File: src/sv/pghist_pkg.sv
package pghist_pkg;

  // dimension and counter widths, bin count and bin address width
  localparam int DIM_BITS   = 16;
  localparam int COUNT_BITS = 32;
  localparam int BIN_NUM    = 256;
  localparam int BIN_AW     = $clog2(BIN_NUM);

  localparam logic [COUNT_BITS-1:0] COUNT_MAX = '1;

  // header bytes
  localparam logic [7:0] MAGIC_P   = 8'h50;
  localparam logic [7:0] MAGIC_5   = 8'h35;
  localparam logic [7:0] CHAR_SP   = 8'h20;
  localparam logic [7:0] CHAR_LF   = 8'h0A;
  localparam logic [7:0] CHAR_ZERO = 8'h30;
  localparam logic [7:0] CHAR_NINE = 8'h39;

  // operation codes
  localparam logic OP_BYTE = 1'b0;
  localparam logic OP_READ = 1'b1;

  typedef enum logic [2:0] {
    PH_MAGIC  = 3'd0,
    PH_SEP    = 3'd1,
    PH_WIDTH  = 3'd2,
    PH_HEIGHT = 3'd3,
    PH_MAXVAL = 3'd4,
    PH_PIXELS = 3'd5,
    PH_END    = 3'd6
  } phase_e;

  // bin store update from the parser
  typedef struct packed {
    logic                  wr_en;
    logic [BIN_AW-1:0]     addr;
    logic [COUNT_BITS-1:0] data;
    logic                  clear;
  } bin_cmd_t;

  // one result transaction
  typedef struct packed {
    phase_e                phase;
    logic                  header_error;
    logic [DIM_BITS-1:0]   image_width;
    logic [DIM_BITS-1:0]   image_height;
    logic [COUNT_BITS-1:0] pixels_seen;
    logic                  image_done;
    logic [COUNT_BITS-1:0] bin_count;
  } res_t;

endpackage

File: src/sv/pghist_parser.sv
module pghist_parser (
  input  logic                              clk_i,
  input  logic                              rst_ni,
  input  logic                              fire_i,
  input  logic                              op_i,
  input  logic [7:0]                        data_byte_i,
  input  logic                              start_of_file_i,
  input  logic [pghist_pkg::COUNT_BITS-1:0] count_i,
  output pghist_pkg::bin_cmd_t              cmd_o,
  output pghist_pkg::res_t                  res_o
);

  localparam int DW    = pghist_pkg::DIM_BITS;
  localparam int CW    = pghist_pkg::COUNT_BITS;
  localparam int XW    = DW + 4;
  localparam int PW    = 2 * DW;
  localparam int TGT_W = (PW > CW) ? PW : CW;
  localparam logic [XW-1:0] DIM_MAX_X = XW'((64'd1 << DW) - 64'd1);

  pghist_pkg::phase_e ph_q, ph_d, b_ph;
  logic          mp_q, mp_d, b_mp;
  logic [DW-1:0] w_q, w_d, b_w;
  logic [DW-1:0] h_q, h_d, b_h;
  logic [CW-1:0] cnt_q, cnt_d, b_cnt;
  logic          err_q, err_d, b_err;
  logic [CW-1:0] tgt_q;

  logic [PW-1:0]    prod;
  logic [TGT_W-1:0] prod_x;
  logic [DW-1:0]    dim_sel;
  logic [XW-1:0]    dim_x10;
  logic             is_digit;
  logic             dim_ovf;
  logic [CW:0]      cnt_inc;
  logic [CW-1:0]    bin_inc;

  // pixel target, computed while the maxval line is skipped
  assign prod   = PW'(w_q) * PW'(h_q);
  assign prod_x = TGT_W'(prod);

  always_ff @(posedge clk_i or negedge rst_ni) begin
    if (!rst_ni) begin
      tgt_q <= '0;
    end else if (ph_q == pghist_pkg::PH_MAXVAL) begin
      tgt_q <= (prod_x > TGT_W'(pghist_pkg::COUNT_MAX)) ? pghist_pkg::COUNT_MAX
                                                         : prod_x[CW-1:0];
    end
  end

  // decimal digit accumulation for the dimension being parsed
  assign dim_sel  = (ph_q == pghist_pkg::PH_WIDTH) ? w_q : h_q;
  assign is_digit = (data_byte_i >= pghist_pkg::CHAR_ZERO) &&
                    (data_byte_i <= pghist_pkg::CHAR_NINE);
  assign dim_x10  = (XW'(dim_sel) << 3) + (XW'(dim_sel) << 1) +
                    XW'(data_byte_i[3:0] - pghist_pkg::CHAR_ZERO[3:0]);
  assign dim_ovf  = dim_x10 > DIM_MAX_X;

  assign cnt_inc = {1'b0, cnt_q} + {{CW{1'b0}}, 1'b1};
  assign bin_inc = (count_i == pghist_pkg::COUNT_MAX) ? count_i : count_i + CW'(1);

  // next state for one transaction
  always_comb begin
    b_ph  = ph_q;
    b_mp  = mp_q;
    b_w   = w_q;
    b_h   = h_q;
    b_cnt = cnt_q;
    b_err = err_q;
    cmd_o = '0;
    if (start_of_file_i) begin
      b_ph  = pghist_pkg::PH_MAGIC;
      b_mp  = 1'b0;
      b_w   = '0;
      b_h   = '0;
      b_cnt = '0;
      b_err = 1'b0;
    end
    ph_d  = ph_q;
    mp_d  = mp_q;
    w_d   = w_q;
    h_d   = h_q;
    cnt_d = cnt_q;
    err_d = err_q;
    if (op_i == pghist_pkg::OP_BYTE) begin
      ph_d  = b_ph;
      mp_d  = b_mp;
      w_d   = b_w;
      h_d   = b_h;
      cnt_d = b_cnt;
      err_d = b_err;
      cmd_o.clear = fire_i && start_of_file_i;
      case (b_ph)
        pghist_pkg::PH_MAGIC: begin
          if (!b_mp) begin
            if (data_byte_i != pghist_pkg::MAGIC_P) begin
              err_d = 1'b1;
              ph_d  = pghist_pkg::PH_END;
            end else begin
              mp_d = 1'b1;
            end
          end else if (data_byte_i != pghist_pkg::MAGIC_5) begin
            err_d = 1'b1;
            ph_d  = pghist_pkg::PH_END;
          end else begin
            ph_d = pghist_pkg::PH_SEP;
          end
        end
        pghist_pkg::PH_SEP: begin
          ph_d = pghist_pkg::PH_WIDTH;
        end
        pghist_pkg::PH_WIDTH: begin
          if (data_byte_i == pghist_pkg::CHAR_SP) begin
            ph_d = pghist_pkg::PH_HEIGHT;
          end else if (!is_digit || dim_ovf) begin
            err_d = 1'b1;
            ph_d  = pghist_pkg::PH_END;
          end else begin
            w_d = dim_x10[DW-1:0];
          end
        end
        pghist_pkg::PH_HEIGHT: begin
          if (data_byte_i == pghist_pkg::CHAR_LF) begin
            ph_d = pghist_pkg::PH_MAXVAL;
          end else if (!is_digit || dim_ovf) begin
            err_d = 1'b1;
            ph_d  = pghist_pkg::PH_END;
          end else begin
            h_d = dim_x10[DW-1:0];
          end
        end
        pghist_pkg::PH_MAXVAL: begin
          if (data_byte_i == pghist_pkg::CHAR_LF) begin
            ph_d = ((w_q == '0) || (h_q == '0)) ? pghist_pkg::PH_END
                                                : pghist_pkg::PH_PIXELS;
          end
        end
        pghist_pkg::PH_PIXELS: begin
          cmd_o.wr_en = fire_i;
          cmd_o.addr  = data_byte_i;
          cmd_o.data  = bin_inc;
          cnt_d       = cnt_inc[CW-1:0];
          if (cnt_inc >= {1'b0, tgt_q}) begin
            ph_d = pghist_pkg::PH_END;
          end
        end
        default: begin
        end
      endcase
    end
  end

  // parser state
  always_ff @(posedge clk_i or negedge rst_ni) begin
    if (!rst_ni) begin
      ph_q  <= pghist_pkg::PH_MAGIC;
      mp_q  <= 1'b0;
      w_q   <= '0;
      h_q   <= '0;
      cnt_q <= '0;
      err_q <= 1'b0;
    end else if (fire_i) begin
      ph_q  <= ph_d;
      mp_q  <= mp_d;
      w_q   <= w_d;
      h_q   <= h_d;
      cnt_q <= cnt_d;
      err_q <= err_d;
    end
  end

  // state after the transaction
  always_comb begin
    res_o.phase        = ph_d;
    res_o.header_error = err_d;
    res_o.image_width  = w_d;
    res_o.image_height = h_d;
    res_o.pixels_seen  = cnt_d;
    res_o.image_done   = (ph_d == pghist_pkg::PH_END) && !err_d;
    res_o.bin_count    = (op_i == pghist_pkg::OP_READ) ? count_i : '0;
  end

endmodule

File: config.mk
export PLATFORM = sky130hd
export DESIGN_NAME = pghist_parser
export DESIGN_NICKNAME = d
export VERILOG_FILES = /design/src/sv/pghist_pkg.sv /design/src/sv/pghist_parser.sv
export SDC_FILE = /design/constraint.sdc
export NUM_CORES = 1
export LEC_CHECK = 0
export ABC_AREA = 0
export ABC_CLOCK_PERIOD_IN_PS = 9400
export BUFFER_PORTS_ARGS = -buffer_cell sky130_fd_sc_hd__buf_2
export CAP_MARGIN = 20
export CORE_UTILIZATION = 50
export DETAILED_ROUTE_END_ITERATION = 10
export GPL_TIMING_DRIVEN = 0
export PLACE_DENSITY = 0.81
export SLEW_MARGIN = 20
export SYNTH_ARGS = -nofsm -noshare
export SYNTH_HDL_FRONTEND = slang
export SYNTH_SLANG_ARGS = --single-unit
File: constraint.sdc
create_clock -name clk_i -period 9.4 [get_ports clk_i]
set_clock_uncertainty 0.05 [all_clocks]
set_input_delay 1.41 -clock clk_i [delete_from_list [all_inputs] [get_ports clk_i]]
set_output_delay 1.41 -clock clk_i [all_outputs]
set_load 0.1 [all_outputs]
== Word-level counts from Yosys, hierarchy flattened ==
Cells that the tools add are included.
Widths: inputs -> output; s select.

* Bitwise logic cells: 1
* Add/subtract/negate cells: 4
* Reductions and logical operators: 11
* Multiplexer cells: 44
* Equal/unequal tests: 13
* Order comparisons: 5
* Multiply operators: 1

{| class="wikitable"
|+ Operators with widths
! operator !! count
|-
| $mux 32 || 6
|-
| $mux 16 || 11
|-
| $mux 42 || 1
|-
| $mux 41 || 1
|-
| $add 32x1->33 const B || 1
|-
| $ge 33x32->1 || 1
|-
| $add 32x1->32 const B || 1
|-
| $eq 32x32->1 const B || 1
|-
| $gt 32x32->1 const B || 1
|-
| $logic_not 16->1 || 2
|-
| $mul 16x16->32 || 1
|-
| $mux 3 || 10
|-
| $add 19x17->20 || 1
|-
| $add 20x4->20 || 1
|-
| $gt 20x16->1 const B || 1
|-
| $pmux 3 s6 || 1
|-
| $eq 3x3->1 const B || 4
|-
| $mux 1 || 12
|-
| $eq 3x2->1 const B || 3
|-
| $eq 8x4->1 const B || 1
|-
| $eq 8x6->1 const B || 1
|-
| $ge 8x6->1 const B || 1
|-
| $le 8x6->1 const B || 1
|-
| $ne 8x6->1 const B || 1
|-
| other kinds (10) || 14
|}

* Flip-flop bits (word level): 101
* Output and inout bits: 143

== Logic depth before layout (Yosys ltp) ==
* Depth in word-level cells: 12
* Mapped depth: 24
* Mapped depth without buffers: 23

== Worst setup path before layout ==
Ideal clock, no wire load.

* Path kind: reg2out
* Start point: register ph_q[1]
* End point: output res_o[32] (netlist name)
* Data arrival time: 9.008 ns
* Path slack: -1.068 ns
* Cell stages (with the launch flop): 17
* Path buffers: 2
* Path through: dfrtp_1 or3b_1 buf_2 buf_1 mux2_2 fa_1 inv_1 fa_1 nand2b_1 a21oi_1 o21ai_0 a21oi_1 mux2i_1 a211o_1 a311oi_1 nor3_1 nor4b_1

{| class="wikitable"
|+ RTL lines
! element !! RTL line !! source
|-
| start, declared || pghist_parser.sv:20 || <nowiki>pghist_pkg::phase_e ph_q, ph_d, b_ph;</nowiki>
|-
| start signal, assigned || pghist_parser.sv:155 || <nowiki>ph_q <= pghist_pkg::PH_MAGIC;</nowiki>
|-
| start signal, assigned || pghist_parser.sv:162 || <nowiki>ph_q <= ph_d;</nowiki>
|-
| end, declared || pghist_parser.sv:10 || <nowiki>output pghist_pkg::res_t res_o</nowiki>
|}

== Worst setup path in the final report ==
* Start point: register h_q[3]
* End point: register tgt_q[31]

* Cells in the longest elaborated chain, start to end: 3

{| class="wikitable"
|+ RTL lines
! element !! RTL line !! source
|-
| start, declared || pghist_parser.sv:23 || <nowiki>logic [DW-1:0] h_q, h_d, b_h;</nowiki>
|-
| start signal, assigned || pghist_parser.sv:158 || <nowiki>h_q <= '0;</nowiki>
|-
| start signal, assigned || pghist_parser.sv:165 || <nowiki>h_q <= h_d;</nowiki>
|-
| $mul 16x16->32 * || pghist_parser.sv:38 || <nowiki>assign prod = PW'(w_q) * PW'(h_q);</nowiki>
|-
| $gt 32x32->1 || pghist_parser.sv:45 || <nowiki>tgt_q <= (prod_x > TGT_W'(pghist_pkg::COUNT_MAX)) ? pghist_pkg::COUNT_MAX</nowiki>
|-
| $mux 32 * || pghist_parser.sv:45 ||
|-
| end signal, assigned || pghist_parser.sv:45 ||
|-
| end, declared || pghist_parser.sv:26 || <nowiki>logic [CW-1:0] tgt_q;</nowiki>
|}

Every way passes the cells marked *; elsewhere a longest branch is shown, timed or not.
A chain may end at the register's enable or synchronous reset.

==> impl_metrics.toml <==
[routing]
highest_layer = "met4"
wl_per_cell_um = 18.48
vias_per_cell = 5.765
antenna_left = 0
wl_met1_um = 20000
wl_met3_um = 4230
route.detailed.drc = 0
firstDrtPassIters = 5
met2_length_um = 24440
num_vias = 15952
wirelength_um = 51130
drtIter0Drc = 1305

[yosys]
synthFlopType = "dfrtp_1"
yosysWarnings = 0
synthArstFlopShare = 1.000
syn_area_per_cell_um2 = 8.097
synth_area_um2 = 17160
synth_seq_area_share = 0.1473
synth_seq_cells = 101
syn_inst = 2119
synthesis.nets = 2529
synth-edff-count = 0
ys_types = 70
yosys.area.top_type = "fa_1"
synthDominantCellAreaShare = 0.2287
synthTopCellsByArea = "fa_1 (23%), dfrtp_1 (15%), ha_1 (12%)"

[clock_network]
cts_sinks = 101
cts_tree = "done"
clock-root-buffer = "clkbuf_16"
clock_latency_ns = 0.37
cts_hold_buf = 0
cts_buffer_depth = 2
path_clk_slew_ns = 0.08
cts_setup_buffers = 0
cts_resized = 0
h-tree-depth = 3
cts_made_buffers = 9

[run_status]
status = "finished, final reports clean"

[min_path]
hold_depth = 2
min_from = "tgt_q[29]"
hp-class = "flip-flop to flip-flop"
hold_end = "tgt_q[29]"

[power_and_ir_drop]
p_leak_nw = 9.853
ir_drop_mv = 0.08474
power_density_nw_per_um2 = 75.60

[global_route]
grt_util_all_layers = 0.2925
grt_pass1_vias = 15855
grt_start_max_net_pins = 61
grt_pass1_wl_um = 81770
antenna_found_initial = 0
grt_overflow = 0

[setup_path]
required_ns = 9.57
cp-end-kind = "flip-flop"
arrival_ns = 8.13
path_cells = "clkbuf_1 > clkbuf_1 > nand2_1 > fa_1 > inv_1 > fa_1 > inv_1 > fa_1 > inv_1 > fa_1 > inv_1 > fa_1 > inv_1 > fa_1 > ha_1 > o21ai_0 > nand2b_1 > a21oi_1 > or3b_2 > o21ai_0 > or4b_2 > a31oi_1 > xnor2_1 > o21ai_0"
path_class = "flip-flop to flip-flop"
cpPeakStageDelay_ns = 0.75
cpMostUsedCell = "fa_1"
worst_r2r_endpoint = "tgt_q[31]"
reg2reg_slack_ns = 1.45
startpoint_type = "flip-flop"
crit_path_max_fanout = 10
r2r_start = "h_q[3]"
cpMaxStageDelayCell = "clkbuf_1"
rr_worst_depth = 24

[final_layout]
multiInputGateArea_um2 = 13110
area_growth_pct = 10.61
layout.nets = 2725
fin_area_um2 = 18980
final_common_cell = "nand2_1"
layout_common_cells = "nand2_1 (349), inv_1 (276), fa_1 (196)"
drive_gt1_frac = 0.1061
post-route-util = 0.5646
regArea_um2 = 2527
diodes = 0
instances_no_fill = 2767
nFillCells = 3001

[timing]
max_slew.worst_pin.slew_ns = 0.9020
slew_headroom = 0.3987
min_period_ns = 7.955
tns_ns = 0
finalHoldViolCount = 0
setup_viol = 0
fin_crit_sh = 0.8463
drv_slew = 0
grt_setup_unrepaired = "no"
max_clock_freq_ghz = 0.1257

[place]
gp_congestion = 0.9552
hpwlAfterDp_um = 40920
io_buffer_count = 184
placed_area_um2 = 18690
dp.cells = 2752

[floorplanning]
rows = 67
fp.dieW_um = 187.2
dieHeight_um = 187.2
die_area_um2 = 35060
pin_count = 188
start_util = 0.5104
core_um2 = 33620

[job]
drv_cap = 0
worst max path at each step:
| stage | slack, ns | to | start | depth (start not counted) |
|---|---|---|---|---|
| 2_1_floorplan | 0.01 | res_o[32] | data_byte_i[3] | 12 |
| 5_1_grt | 1.20 | tgt_q[31] | w_q[10] | 24 |
| 3_5_place_dp | 1.64 | tgt_q[31] | h_q[3] | 24 |
| 3_3_place_gp | 1.73 | tgt_q[31] | h_q[3] | 24 |
| 6_report | 1.45 | tgt_q[31] | h_q[3] | 24 |
| 4_1_cts | 1.61 | tgt_q[31] | h_q[3] | 24 |
power by group:
group / switching [mW] / internal, mW / leakage [nW]
combinational: 0.452 / 0.126 / 8.33
sequential: 0.0156 / 0.450 / 1.38
clock: 0.185 / 0.207 / 0.139
final cells by class:
type                            count  area share
Clock inverter                      5    0.003165
Timing Repair Buffer              185     0.05030
Inverter                          277     0.05479
Buffer                            129     0.02631
Tap cell                          448     0.02954
Sequential cell                   101      0.1332
Clock buffer                       10     0.01206
Multi-Input combinational cell   1612      0.6907
through the flow:
stage / setup slack, ns / power [mW] / hold slack [ns]
2_1_floorplan: 0.01208 / 0.8791 / 0.3928
3_3_place_gp: 1.734 / 1.029 / 0.4144
3_5_place_dp: 1.640 / 1.040 / 0.4193
4_1_cts: 1.615 / 1.427 / 0.4352
5_1_grt: 1.198 / 1.480 / 0.4502
6_report: 1.445 / 1.435 / 0.4318
routing by layer:
metal / vias up / track usage
met1: 7708 / 0.3554
li1: 7315 / -
met4: 0 / 0.1381
met2: 764 / 0.5013
met5: - / 0
met3: 165 / 0.05291
flip-flops by register name, indices dropped and copies added (netlist names):
register / flops
ph_q: 3
tgt_q: 32
h_q: 16
mp_q: 1
cnt_q: 32
w_q: 16
err_q: 1
synth_stat cells, types with 2 or more instances:
master,n
mux2i_1,11
a21o_1,29
nand4_1,24
mux2_2,31
nand3_1,42
or4_1,2
o21a_1,8
nand2_1,349
o21ai_0,150
a2111oi_0,2
clkbuf_1,117
and3_1,26
dfrtp_1,101
a311oi_1,3
o311ai_0,9
xnor2_1,38
buf_2,2
o31ai_1,13
a21oi_1,66
a211oi_1,5
or2_2,2
ha_1,169
a22oi_1,14
o21bai_1,4
a31oi_1,13
o2bb2ai_1,8
o211ai_1,5
and2_1,122
nor3_1,21
inv_1,276
nor2_1,100
nand2b_1,15
fa_1,196
a2bb2oi_1,3
or3_1,13
nor4_1,12
buf_1,8
nor2b_1,10
a211o_1,3
a22o_1,12
and4_1,6
xor2_1,51
worst max-delay path: cells and delay by family (launching register included):
kind            cells  cell delay [ns]
flops               1             0.35
compound gates      5             0.87
xor+xnor            1             0.14
fa+ha+maj           7             3.42
simple gates        4             1.40
buf+inv             7             1.57
cell families (layout without fill, tap and decap cells):
| group | after synthesis | count (layout) | share of synthesized area |
|---|---|---|---|
| mux | 43 | 43 | 0.02764 |
| buf+inv | 406 | 606 | 0.08962 |
| xor+xnor | 89 | 89 | 0.04543 |
| fa+ha+maj | 365 | 365 | 0.3519 |
| flops | 101 | 101 | 0.1473 |
| compound gates | 360 | 360 | 0.1293 |
| simple gates | 755 | 755 | 0.2088 |
Note: power is estimated with default switching activity, not from simulation.
